File: config.mk
export PLATFORM = sky130hd
export DESIGN_NAME = bounded_signed_random_generator_top
export DESIGN_NICKNAME = d
export VERILOG_FILES = /design/src/rtl/bsrg_pkg.sv /design/src/rtl/bounded_signed_random_generator_top.sv /design/src/rtl/bsrg_lcg.sv /design/src/rtl/bsrg_span.sv
export VERILOG_INCLUDE_DIRS = /design/src /design/src/rtl
export SDC_FILE = /design/constraint.sdc
export NUM_CORES = 1
export LEC_CHECK = 0
export BUFFER_PORTS_ARGS = -buffer_cell sky130_fd_sc_hd__buf_2
export CAP_MARGIN = 5
export CORE_ASPECT_RATIO = 1.1
export CORE_UTILIZATION = 65
export CTS_BUF_LIST = sky130_fd_sc_hd__clkbuf_4 sky130_fd_sc_hd__clkbuf_8
export DETAILED_ROUTE_END_ITERATION = 10
export PLACE_DENSITY_LB_ADDON = 0.08
export SYNTH_ARGS = -nofsm -noshare
export SYNTH_HDL_FRONTEND = slang
export SYNTH_HIERARCHICAL = 1
export SYNTH_SLANG_ARGS = --single-unit
File: constraint.sdc
create_clock -name clk -period 12.9 [get_ports clk]
set_clock_uncertainty 0.05 [all_clocks]
set_input_delay 1.935 -clock clk [delete_from_list [all_inputs] [get_ports clk]]
set_output_delay 1.935 -clock clk [all_outputs]
set_load 0.1 [all_outputs]
File: src/rtl/bounded_signed_random_generator_top_macros.svh
// Assertion macros used by the top module to check its own logic.
`ifndef BOUNDED_SIGNED_RANDOM_GENERATOR_TOP_MACROS_SVH
`define BOUNDED_SIGNED_RANDOM_GENERATOR_TOP_MACROS_SVH

// The property must hold at every clock edge outside reset.
`define BSRG_ASSERT(lbl, prop, msg) \
  lbl: assert property (@(posedge clk) disable iff (rst) (prop)) else $error(msg);

// When the antecedent holds, the consequent must hold in the following cycle.
`define BSRG_ASSERT_NEXT(lbl, ante, cons, msg) \
  lbl: assert property (@(posedge clk) disable iff (rst) (ante) |=> (cons)) else $error(msg);

`endif

File: src/rtl/bsrg_pkg.sv
package bsrg_pkg;

  localparam int SEED_W  = 31;
  localparam int VALUE_W = 32;
  localparam int SHIFT_W = 5;

  localparam logic [SEED_W-1:0] LCG_MUL    = 31'd1103515245;
  localparam logic [SEED_W-1:0] LCG_INC    = 31'd12345;
  localparam logic [SEED_W-1:0] SEED_RESET = 31'd1;
  localparam logic [SEED_W-1:0] BOUND_MAX  = 31'h4000_0000;

  typedef logic [SEED_W-1:0]  seed_t;
  typedef logic [SHIFT_W-1:0] shift_t;
  typedef logic [VALUE_W-1:0] value_t;

endpackage

File: src/rtl/bounded_signed_random_generator_top.sv
// Returns a pseudo-random signed value in the range from minus bound to plus bound for each
// bound received, using a 31-bit linear congruential generator and rejection sampling. An item
// passes a load step, a setup step that finds the draw width and makes the first generator
// step, one check step per draw (none for a zero bound), and a finish step that forms the signed
// result once the output register is free. Fewer than two draws are needed on average. A single
// constant multiply-add unit advances the generator, once in setup and once per draw. The input is
// not ready while an item is in work, and the result waits in an output register until it is taken.
// Bounds above 2^30 are treated as 2^30.
`include "bounded_signed_random_generator_top_macros.svh"

module bounded_signed_random_generator_top (
  input  logic        clk,
  input  logic        rst,
  input  logic        s_axis_tvalid,
  output logic        s_axis_tready,
  input  logic [31:0] s_axis_tdata,   // [30:0] bound, [31] zero
  output logic        m_axis_tvalid,
  input  logic        m_axis_tready,
  output logic [31:0] m_axis_tdata    // [31:0] value
);
  import bsrg_pkg::*;

  localparam logic [1:0] ST_IDLE   = 2'd0;
  localparam logic [1:0] ST_SETUP  = 2'd1;
  localparam logic [1:0] ST_CHECK  = 2'd2;
  localparam logic [1:0] ST_FINISH = 2'd3;

  logic [1:0] state;
  seed_t      seed;
  seed_t      bound;
  shift_t     sh;
  seed_t      draw;

  seed_t      seed_adv;
  shift_t     span_sh;
  seed_t      bound_in;
  seed_t      draw_cand;
  value_t     value_mag;
  value_t     value;

  bsrg_lcg u_lcg (
    .seed      (seed),
    .seed_next (seed_adv)
  );

  bsrg_span u_span (
    .bound (bound),
    .sh    (span_sh)
  );

  assign s_axis_tready = (state == ST_IDLE);

  always_comb begin
    bound_in  = (s_axis_tdata[30:0] > BOUND_MAX) ? BOUND_MAX : s_axis_tdata[30:0];
    draw_cand = seed >> sh;
    value_mag = {1'b0, draw};
    value     = seed[SEED_W-1] ? value_mag : (~value_mag + value_t'(1));
  end

  always_ff @(posedge clk) begin
    if (rst) begin
      state         <= ST_IDLE;
      seed          <= SEED_RESET;
      m_axis_tvalid <= 1'b0;
    end else begin
      if (state == ST_FINISH && (!m_axis_tvalid || m_axis_tready)) begin
        m_axis_tvalid <= 1'b1;
      end else if (m_axis_tready) begin
        m_axis_tvalid <= 1'b0;
      end
      case (state)
        ST_IDLE: begin
          if (s_axis_tvalid) begin
            bound <= bound_in;
            state <= ST_SETUP;
          end
        end
        ST_SETUP: begin
          sh   <= span_sh;
          seed <= seed_adv;
          if (bound == '0) begin
            draw  <= '0;
            state <= ST_FINISH;
          end else begin
            state <= ST_CHECK;
          end
        end
        ST_CHECK: begin
          seed <= seed_adv;
          if (draw_cand <= bound) begin
            draw  <= draw_cand;
            state <= ST_FINISH;
          end
        end
        ST_FINISH: begin
          if (!m_axis_tvalid || m_axis_tready) begin
            m_axis_tdata <= value;
            state        <= ST_IDLE;
          end
        end
        default: begin
          state <= ST_IDLE;
        end
      endcase
    end
  end

  `BSRG_ASSERT_NEXT(a_accept_setup, s_axis_tvalid && s_axis_tready,
                    state == ST_SETUP, "accepted transfer did not start setup")
  `BSRG_ASSERT(a_check_nonzero, state != ST_CHECK || bound != '0,
               "draw loop entered with zero bound")
  `BSRG_ASSERT(a_check_shift,
               state != ST_CHECK || (sh >= shift_t'(1) && sh <= shift_t'(30)),
               "draw shift out of range")
  `BSRG_ASSERT(a_finish_draw, state != ST_FINISH || draw <= bound,
               "draw exceeds bound at result")

endmodule

File: src/rtl/bsrg_lcg.sv
module bsrg_lcg (
  input  bsrg_pkg::seed_t seed,
  output bsrg_pkg::seed_t seed_next
);
  import bsrg_pkg::*;

  // Only the low 31 bits of the product and sum are kept.
  assign seed_next = seed * LCG_MUL + LCG_INC;

endmodule

File: src/rtl/bsrg_span.sv
module bsrg_span (
  input  bsrg_pkg::seed_t  bound,
  output bsrg_pkg::shift_t sh
);
  import bsrg_pkg::*;

  seed_t  bm1;
  shift_t len;
  shift_t n;

  // The bit length of bound minus one is the smallest n with 2^n not below bound.
  always_comb begin
    bm1 = bound - seed_t'(1);
    len = '0;
    for (int i = 0; i < SEED_W; i++) begin
      if (bm1[i]) begin
        len = shift_t'(i + 1);
      end
    end
    n  = (bound <= seed_t'(1)) ? shift_t'(1) : len;
    sh = shift_t'(SEED_W) - n;
  end

endmodule
Word-level counts from Yosys, hierarchy flattened

Index checks and enable logic that the tools add are counted.

Flip-flop bits (word level): 133
Output and inout port bits: 34

$add $sub $neg: 4
$mul: 1
$lt $le $gt $ge: 3
Eq/ne operators: 7
Shift-type cells: 1
Mux-type cells: 43
Bitwise operators: 2
Reduce and logical (&&, ||, !) cells: 13

Operators with widths:

| cell                                                                               | number |
|---|---|
| 31-bit two-way mux                                                                 | 3 |
| 5-bit two-way mux                                                                  | 17 |
| 31-bit one-hot mux with 2 select lines                                             | 1 |
| 32-bit by 1-bit adder with 32-bit output (second input constant)                   | 1 |
| 4-bit two-way mux                                                                  | 8 |
| 31-bit NOT with 32-bit output                                                      | 1 |
| 31-bit by 14-bit adder with 31-bit output (second input constant)                  | 1 |
| 31-bit greater-than comparator (second input constant)                             | 1 |
| 31-bit by 1-bit less-or-equal comparator with 1-bit output (second input constant) | 1 |
| 31-bit less-or-equal comparator                                                    | 1 |
| 31-bit zero test                                                                   | 1 |
| 31-bit by 31-bit multiplier with 31-bit output (second input constant)             | 1 |
| 31-bit by 5-bit >> shifter with 31-bit output                                      | 1 |
| 31-bit by 1-bit subtractor with 31-bit output (second input constant)              | 1 |
| 3-bit two-way mux                                                                  | 4 |
| 2-bit two-way mux                                                                  | 5 |
| 3-bit AND reduction                                                                | 3 |
| 2-bit one-hot mux with 4 select lines                                              | 1 |
| 2-bit inequality test (second input constant)                                      | 3 |
| 5-bit subtractor (first input constant)                                            | 1 |
| 2-bit equality test (second input constant)                                        | 2 |
| 1-bit two-way mux                                                                  | 4 |
| 4-bit AND reduction                                                                | 1 |
| 2-bit nonzero test                                                                 | 2 |
| other kinds (9)                                                                    | 9 |

Longest topological paths before layout

Gate-level depths: netlist (run 1).

Depth in word-level cells: 34
Gate-level depth with buffers: 27

Hierarchy

Netlist (run 1), hierarchy kept.

By module, submodules not included:

| module                              | times used | cells an instance | area an instance (µm²) |
|---|---|---|---|
| bsrg_lcg                            | 1          | 974               | 8,808.4 |
| bounded_signed_random_generator_top | 1          | 720               | 7,835.0 |
| bsrg_span                           | 1          | 248               | 1,611.5 |

Worst setup path after synthesis (run 1)

No wires, ideal clock.

Path type: register to register
From: register seed[6]
To: register seed[28]
Arrival time: 6.380 ns
Data required time: 12.785 ns
Slack: 6.405 ns
Stages on the path, launching flop included: 24
Path buffers: 0
Period minus slack after synthesis: 6.495 ns
Cell sequence: dfxtp_1 > ha_1 > xor2_1 > ha_1 > a21oi_1 > fa_1 > fa_1 > inv_1 > fa_1 > inv_1 > fa_1 > inv_1 > fa_1 > fa_1 > ha_1 > and4_4 > and2_4 > o211ai_2 > a31oi_1 > nor3_1 > or4_1 > o211ai_1 > mux2i_1 > nor2_1

Cells in the longest elaborated chain, start to end: 2

Ends and longest elaborated chain:

| element                                        | RTL line                                  | source |
|---|---|---|
| from (decl)                                    | bounded_signed_random_generator_top.sv:29 | `seed_t seed;` |
| from (signal assigned)                         | bounded_signed_random_generator_top.sv:80 | `seed <= seed_adv;` |
| from (signal assigned)                         | bounded_signed_random_generator_top.sv:89 | `seed <= seed_adv;` |
| 31-bit by 31-bit multiplier with 31-bit output | bsrg_lcg.sv:8                             | `assign seed_next = seed * LCG_MUL + LCG_INC;` |
| 31-bit by 14-bit adder with 31-bit output      | bsrg_lcg.sv:8                             |  |
| via seed_adv[28]                               | bounded_signed_random_generator_top.sv:34 | `seed_t seed_adv;` |

The timed path passes the listed nets, and every way through them passes these cells.
A chain may end at the register's enable or synchronous reset.

Worst setup path in the final report (run 1)

From: register seed[7]
To: register seed[28]

The elaborated chain is that of the path after synthesis.

==> impl_metrics.yaml, run 1 <==
synth:
  ys_ff_latch: 133
  synth_cell_types: 89
  yosysMostFrequentCell: "inv_1"
  synth_ff_type: "edfxtp_1"
  yosysWarnings: 6
  synth_area_leaders: "fa_1 19%, edfxtp_1 16%, ha_1 16%, inv_1 9.1%, dfxtp_1 3.7%"
  synth_edf_count: 99
  async_reset_ff_frac: 0
  synth.avg_cell_area_um2: 9.40
  synthTopCellsByCount: "444 x inv_1, 235 x ha_1, 177 x fa_1, 127 x nor2_1, 99 x edfxtp_1"
  synth_fp_nets: 2390
  ys_seq_area_frac: 0.200
  synth_top_area_frac: 0.194
  yosys.area.top_type: "fa_1"
  synth_area_um2: 18300
  postSynthCellCount: 1942
worst_hold_path:
  hp-start: "draw[0]$_SDFFCE_PN0P_"
  hold_depth: 0
  hp-class: "reg -> reg"
  hold_end: "m_axis_tdata[0]$_DFFE_PP_"
detailed_routing:
  drc: 0
  wl_per_cell_um: 19.5
  met2WireLength_um: 23500
  wl_met1_um: 18300
  antenna_left: 0
  drt_iter0_markers: 1230
  firstDrtPassIters: 8
  dr_wl_met3_um: 1880
  num_vias: 13900
  wl_um: 46000
  viasPerCell: 5.90
  dr.max_layer_used: "met4"
timing:
  max_freq_mhz: 129
  setup-violations-final: 0
  rsz0062_at_grt: "false"
  worst_pin_slew_ns: 1.03
  fin_tns_setup_ns: 0
  relSlewSlack: 0.314
  layout_worst_path_cycle_share: 0.602
  hold_viol: 0
  finalMaxSlewViolations: 0
  min_period_ns: 7.77
critical_path:
  cpPeakStageDelay_ns: 0.85
  crit_chain: "ha_1, xor2_1, ha_1, a21oi_1, fa_1, fa_1, inv_1, fa_1, inv_1, fa_1, inv_1, fa_1, fa_1, ha_1, and4_4, and2_4, o211ai_2, a31oi_1, nor3_1, or4_1, o211ai_1, mux2i_1, nor2_1"
  cp-start-kind: "flip-flop"
  worstPathArrival_ns: 8.11
  end_kind: "flip-flop"
  crit_top_cell: "fa_1"
  worstRegToRegCells: 23
  path_class: "reg -> reg"
  required_ns: 13.25
  r2r_slack_ns: 5.13
  timing.rr.end: "seed[28]$_SDFFE_PP0P_"
  crit_slowest_cell: "dfxtp_1"
  timing.rr.start: "seed[7]$_SDFFE_PP0P_"
  cp_max_fo: 12
die:
  coreArea_um2: 27300
  num_rows: 63
  die_height_um: 178
  start_util: 0.669
  die_w_um: 162
  ios: 70
  dieArea_um2: 28800
placed_design:
  dp_hpwl_um: 37500
  gp_congestion: 0.940
  portBuffers: 68
clock_network:
  clockBufferDepth: 2
  clock_latency_ns: 0.47
  cts_tree: "yes"
  clockRootBuffer: "clkbuf_8"
  cts.sinks: 133
  h-tree-depth: 4
  cts_made_buffers: 17
  postCtsSetupRepairBufs: 0
  hold_buffers: 0
  cts_resized: 0
  cts.clk_slew.worst_paths_ns: 0.10
run:
  cap_violations: 0
global_routing:
  grt_max_degree: 40
  first_global_vias: 14200
  overflow: 0
  antenna_found_initial: 0
  grt_use_total: 0.335
  grt_pass1_wl_um: 73500
layout:
  area_growth_pct: 5.87
  layout.nets: 2433
  fill_cells: 2121
  antenna_cells: 0
  drive_above_1_share: 0.0971
status:
  outcome: "finished, final reports clean"
==> cell type report <==
type / count / area [µm²] / area share
clock inverter: 14 / 165 / 0.00855
timing repair buffer: 85 / 468 / 0.0242
inverter: 446 / 1670 / 0.0866
tap: 357 / 447 / 0.0231
clock buffer: 18 / 241 / 0.0125
multi-input combinational: 1302 / 12700 / 0.656
sequential: 133 / 3650 / 0.189
==> kinds of logic after synthesis <==
logic type | share of synthesized area
adders and majority gates | 0.355
and+or+nand+nor | 0.127
muxes | 0.0726
buffers and inverters | 0.106
DFF | 0.200
AOI/OAI and AO/OA | 0.0944
xor gates and xnor gates | 0.0441
==> worst max-delay path: cells and delay by family, from the launching register on <==
family | cells | cell delay, ns
adders and majority gates | 9 | 4.19
AOI/OAI and AO/OA | 4 | 0.68
muxes | 1 | 0.10
and+or+nand+nor | 5 | 1.23
buffers and inverters | 3 | 0.18
DFF | 1 | 0.85
xor gates and xnor gates | 1 | 0.42
==> routing by layer <==
layer	up-vias	GRT usage
li1	6547	-
met3	137	0.0313
met4	0	0.180
met1	6712	0.395
met2	505	0.602
met5	-	0
==> sequential cells by signal (all words and copies together), names as in the netlist <==
name / flops
seed: 31
bound: 31
m_axis_tdata: 32
m_axis_tvalid: 1
sh: 5
draw: 31
state: 2
==> worst max-delay path by stage <==
stage               slack [ns]                 start                     to  depth (start not counted)
floorplan                 6.41  seed[6]$_SDFFE_PP0P_  seed[28]$_SDFFE_PP0P_                         23
global placement          5.32  seed[7]$_SDFFE_PP0P_  seed[28]$_SDFFE_PP0P_                         23
detailed placement        5.16  seed[7]$_SDFFE_PP0P_  seed[28]$_SDFFE_PP0P_                         23
CTS                       5.14  seed[7]$_SDFFE_PP0P_  seed[28]$_SDFFE_PP0P_                         23
global route              4.95  seed[0]$_SDFFE_PP1P_  seed[28]$_SDFFE_PP0P_                         26
finish                    5.13  seed[7]$_SDFFE_PP0P_  seed[28]$_SDFFE_PP0P_                         23
==> through the flow <==
step / hold slack, ns / instances / utilization / setup slack [ns] / area, µm²
final: 0.495 / 2355 / 0.709 / 5.13 / 19300
after CTS: 0.496 / 2355 / 0.709 / 5.14 / 19300
after global routing: 0.503 / 2355 / 0.709 / 4.95 / 19300
after detailed placement: 0.466 / 2323 / 0.694 / 5.16 / 18900
after global placement: 0.461 / 2323 / 0.694 / 5.32 / 18900
after floorplan: 0.426 / 1942 / - / 6.41 / 18300
==> cell usage in the layout, fill, tap and decap left out, types with 56 or more instances in the layout <==
master	count
ha_1	234
buf_2	68
mux2i_1	57
inv_1	444
edfxtp_1	99
nand2_1	73
fa_1	177
xnor2_1	56
a21oi_1	78
nor2_1	127
Power of run 1 is not shown: default switching activity piles up to over one toggle a cycle in this logic, so the estimate is an artifact.
==> run 2, diff against run 1 <==
==> constraint.sdc (replaced) <==
create_clock -name clk -period 7.8 [get_ports clk]
set_clock_uncertainty 0.05 [all_clocks]
set_input_delay 1.17 -clock clk [delete_from_list [all_inputs] [get_ports clk]]
set_output_delay 1.17 -clock clk [all_outputs]
set_load 0.1 [all_outputs]
==> run 2 against run 1 <==
Final cell count increased by 0.47%; critical path depth unchanged; global-route usage increased by 0.69 points; highest routed layer unchanged; register-to-register slack got worse by 4.6 ns; worst hold slack got worse by 0.0094 ns.
==> impl_metrics.yaml, run 2 (synthesis gave the netlist of run 1 again) <==
global_routing:
  grt_max_degree: 40
  use_met3: 0.0395
  first_global_vias: 14400
  grt-busiest-layer: "met2"
  grtUsageMet1: 0.410
  overflow: 0
  grt_use_total: 0.342
  grt_pass1_wl_um: 74700
  antenna_found_initial: 0
  gr-usage-met2: 0.604
worst_hold_path:
  hp-start: "state[1]$_SDFFE_PP0P_"
  hp-class: "reg -> reg"
die:
  die_w_um: 162
  die_height_um: 178
  dieArea_um2: 28800
  start_util: 0.669
  coreArea_um2: 27300
  ios: 70
  num_rows: 63
layout:
  antenna_cells: 0
  layout.nets: 2444
  largest_reg_flops: 32
  mostFrequentLayoutCells: "444 x inv_1, 234 x ha_1, 177 x fa_1"
  area_growth_pct: 6.41
  final_common_cell: "inv_1"
  drive_above_1_share: 0.103
  regMostFlops: "m_axis_tdata"
  fill_cells: 2150
timing:
  rsz0062_at_grt: "false"
  min_period_ns: 7.22
  worst_pin_slew_ns: 1.09
  setup-violations-final: 0
  layout_setup_ws_ns: 0.576
  fin_tns_setup_ns: 0
  layout_worst_path_cycle_share: 0.926
  hold_viol: 0
  max_freq_mhz: 138
  finalMaxSlewViolations: 0
  relSlewSlack: 0.274
clock_network:
  cts_resized: 0
  clockRootBuffer: "clkbuf_8"
  clockBufferDepth: 2
  cts_made_buffers: 17
  hold_buffers: 0
  clock_latency_ns: 0.47
  cts.clk_slew.worst_paths_ns: 0.09
  cts.sinks: 133
  postCtsSetupRepairBufs: 0
  cts_tree: "yes"
  h-tree-depth: 4
detailed_routing:
  viasPerCell: 5.97
  firstDrtPassIters: 5
  num_vias: 14100
  wl_um: 46900
  drc: 0
  antenna_left: 0
  wl_per_cell_um: 19.8
  drt_iter0_markers: 1428
placed_design:
  dp_hpwl_um: 38800
  portBuffers: 68
  gp_congestion: 1.00
  place_ws_ns: 0.644
run:
  cap_violations: 0
critical_path:
  end_kind: "flip-flop"
  worstPathArrival_ns: 7.57
  cp-start-kind: "flip-flop"
  timing.rr.start: "seed[6]$_SDFFE_PP0P_"
  required_ns: 8.14
  critPathLaunch: "seed[6]$_SDFFE_PP0P_"
  path_class: "reg -> reg"
  cp_max_fo: 7
status:
  outcome: "finished, final reports clean"
## run 2: changes by cell type in the layout (fill, tap and decap cells not counted)
cell,before,now
clkbuf_4,1,2
clkinvlp_4,2,0
clkinv_2,0,2
inv_6,4,3
inv_8,3,1
bufinv_16,2,3
clkinv_4,2,4
buf_4,17,28
clkinv_1,3,2
## run 2: final cells by class
class                           instances  area (µm²)  share of cell area
Sequential cell                       133        3650               0.188
Multi-Input combinational cell       1302       12700               0.653
Timing Repair Buffer                   96         551              0.0283
Clock inverter                         13         173             0.00889
Tap cell                              357         447              0.0230
Clock buffer                           19         249              0.0128
Inverter                              446        1670              0.0862
## run 2: stage by stage
stage | instances | instance area [µm²] | hold slack, ns | util
after floorplan | 1942 | 18300 | 0.426 | -
after global placement | 2334 | 19000 | 0.456 | 0.697
after detailed placement | 2334 | 19000 | 0.462 | 0.697
after CTS | 2366 | 19400 | 0.484 | 0.712
after global routing | 2366 | 19400 | 0.504 | 0.712
final | 2366 | 19400 | 0.486 | 0.712
## run 2: worst max-delay path, cell delays in order, from the launching register on
cell      delay [ns]
dfxtp_1         0.59
ha_1            0.34
xor2_1          0.15
ha_1            0.21
a21oi_1         0.26
fa_1            0.48
fa_1            0.54
inv_1           0.06
fa_1            0.51
fa_1            0.44
fa_1            0.54
inv_1           0.05
fa_1            0.53
inv_1           0.04
ha_1            0.39
and4_4          0.26
and2_4          0.16
o211ai_2        0.09
a31oi_1         0.46
nor3_1          0.16
or4_1           0.52
o211ai_1        0.09
mux2i_1         0.09
nor2_1          0.12
## run 2: per-layer routing
layer,share of wire,routed length (µm),vias to the layer above
met5,0,0,-
met4,0.048,2250,0
met2,0.51,23800,535
met1,0.39,18500,6878
li1,-,-,6567
met3,0.049,2320,150
## run 2: worst paths after layout
check	end	slack [ns]	cells past startpoint
worst max register to register	seed[28]$_SDFFE_PP0P_	0.58	23
worst min register to register	state[1]$_SDFFE_PP0P_	0.49	2
worst min-delay path	state[1]$_SDFFE_PP0P_	0.49	2
worst max-delay path	seed[28]$_SDFFE_PP0P_	0.58	23
Power of run 2 is left out for the same reason.
==> run 3, diff against run 2 <==
--- a/config.mk
+++ b/config.mk
@@ -12,7 +12,7 @@
 export CORE_UTILIZATION = 65
 export CTS_BUF_LIST = sky130_fd_sc_hd__clkbuf_4 sky130_fd_sc_hd__clkbuf_8
 export DETAILED_ROUTE_END_ITERATION = 10
-export PLACE_DENSITY_LB_ADDON = 0.08
+export PLACE_DENSITY = 0.83
 export SYNTH_ARGS = -nofsm -noshare
 export SYNTH_HDL_FRONTEND = slang
 export SYNTH_HIERARCHICAL = 1
==> run 3 against run 2 <==
Core utilization rose by 0.10 points; setup slack worse by 0.046 ns; via count up 2.1%; register-to-register slack got worse by 0.05 ns; non-clock buffer count is 2 lower.
==> impl_metrics.yaml, run 3 (synthesis gave the netlist of run 1 again) <==
timing:
  relSlewSlack: 0.277
  rsz0062_at_grt: "false"
  worst_pin_slew_ns: 1.08
  fin_tns_setup_ns: 0
  finalMaxSlewViolations: 0
  max_freq_mhz: 138
  min_period_ns: 7.27
  layout_worst_path_cycle_share: 0.932
  setup-violations-final: 0
  hold_viol: 0
clock_network:
  cts_tree: "yes"
  clock_latency_ns: 0.47
  postCtsSetupRepairBufs: 0
  cts_made_buffers: 17
  clockBufferDepth: 2
  cts.sinks: 133
  hold_buffers: 0
  h-tree-depth: 4
  cts_resized: 0
  cts.clk_slew.worst_paths_ns: 0.09
  clockRootBuffer: "clkbuf_8"
global_routing:
  overflow: 0
  antenna_found_initial: 0
  first_global_vias: 14600
  grt_pass1_wl_um: 76200
  grt_use_total: 0.349
  grt_max_degree: 40
detailed_routing:
  num_vias: 14400
  wl_um: 48000
  antenna_left: 0
  viasPerCell: 6.10
  firstDrtPassIters: 6
  drt_iter0_markers: 1834
  wl_per_cell_um: 20.3
  drc: 0
critical_path:
  path_class: "reg -> reg"
  cp_max_fo: 10
  required_ns: 8.15
  cp-start-kind: "flip-flop"
  end_kind: "flip-flop"
  worstPathArrival_ns: 7.62
worst_hold_path:
  hp-class: "reg -> reg"
status:
  outcome: "finished, final reports clean"
placed_design:
  gp_congestion: 0.996
  portBuffers: 68
  dp_hpwl_um: 39100
layout:
  largest_reg_flops: 32
  antenna_cells: 0
  regMostFlops: "m_axis_tdata"
  drive_above_1_share: 0.101
  multi_input_comb_area_um2: 12700
  layout.nets: 2442
  fill_cells: 2061
  area_growth_pct: 6.56
  mostFrequentLayoutCells: "444 x inv_1, 234 x ha_1, 177 x fa_1"
  final_common_cell: "inv_1"
  regArea_um2: 3650
die:
  dieArea_um2: 28800
  die_w_um: 162
  die_height_um: 178
  ios: 70
  start_util: 0.669
  num_rows: 63
  coreArea_um2: 27300
run:
  cap_violations: 0
-- run 3: cell count changes in the layout (fill, tap and decap cells not counted), sizes merged --
cell / before / now
clkinv: 8 / 6
clkinvlp: 0 / 1
buf: 96 / 94
clkbuf: 19 / 18
bufinv: 3 / 5
-- run 3: routing by layer --
layer  wire (µm)  GRT usage  share of wire  vias up
met2       22500      0.562           0.47      696
met1       19700      0.469           0.41     7018
li1            -          -              -     6565
met3        3940     0.0556          0.082      153
met5           0          0              0        -
met4        1910      0.149          0.040        0
-- run 3: metrics by stage --
step                utilization  hold slack, ns  cell area, µm²  cells  worst slack, ns
floorplan                     -           0.426           18300   1942             1.31
global placement          0.696           0.448           19000   2332            0.652
detailed placement        0.696           0.473           19000   2332            0.578
CTS                       0.713           0.491           19500   2364            0.546
global route              0.713           0.494           19500   2364            0.173
finish                    0.713           0.485           19500   2364            0.530
-- run 3: area by class of cell --
cell class              count  area share
inverters                 446      0.0861
clock inverters            14      0.0114
clock buffers              18      0.0124
well taps                 357      0.0230
repair buffers             94      0.0275
multi-input cells        1302       0.652
flip-flops and latches    133       0.188
-- run 3: worst paths after layout --
kind / from / to / slack (ns) / cells after the start
max: seed[7]$_SDFFE_PP0P_ / seed[28]$_SDFFE_PP0P_ / 0.53 / 24
min: state[1]$_SDFFE_PP0P_ / state[1]$_SDFFE_PP0P_ / 0.48 / 2
max reg2reg: seed[7]$_SDFFE_PP0P_ / seed[28]$_SDFFE_PP0P_ / 0.53 / 24
min reg2reg: state[1]$_SDFFE_PP0P_ / state[1]$_SDFFE_PP0P_ / 0.48 / 2
-- run 3: critical path, cell delays in order (launching register included) --
cell      delay (ns)
dfxtp_1         0.58
ha_1            0.40
xor2_1          0.21
ha_1            0.20
a21oi_1         0.23
fa_1            0.47
fa_1            0.56
inv_1           0.06
fa_1            0.52
fa_1            0.44
fa_1            0.56
inv_1           0.08
fa_1            0.54
inv_1           0.05
ha_1            0.41
and4_4          0.27
and2_4          0.17
o211ai_2        0.11
a31oi_1         0.27
buf_4           0.18
nor3_1          0.06
or4_1           0.50
o211ai_1        0.10
mux2i_1         0.10
nor2_1          0.11
Power of run 3 is left out for the same reason.
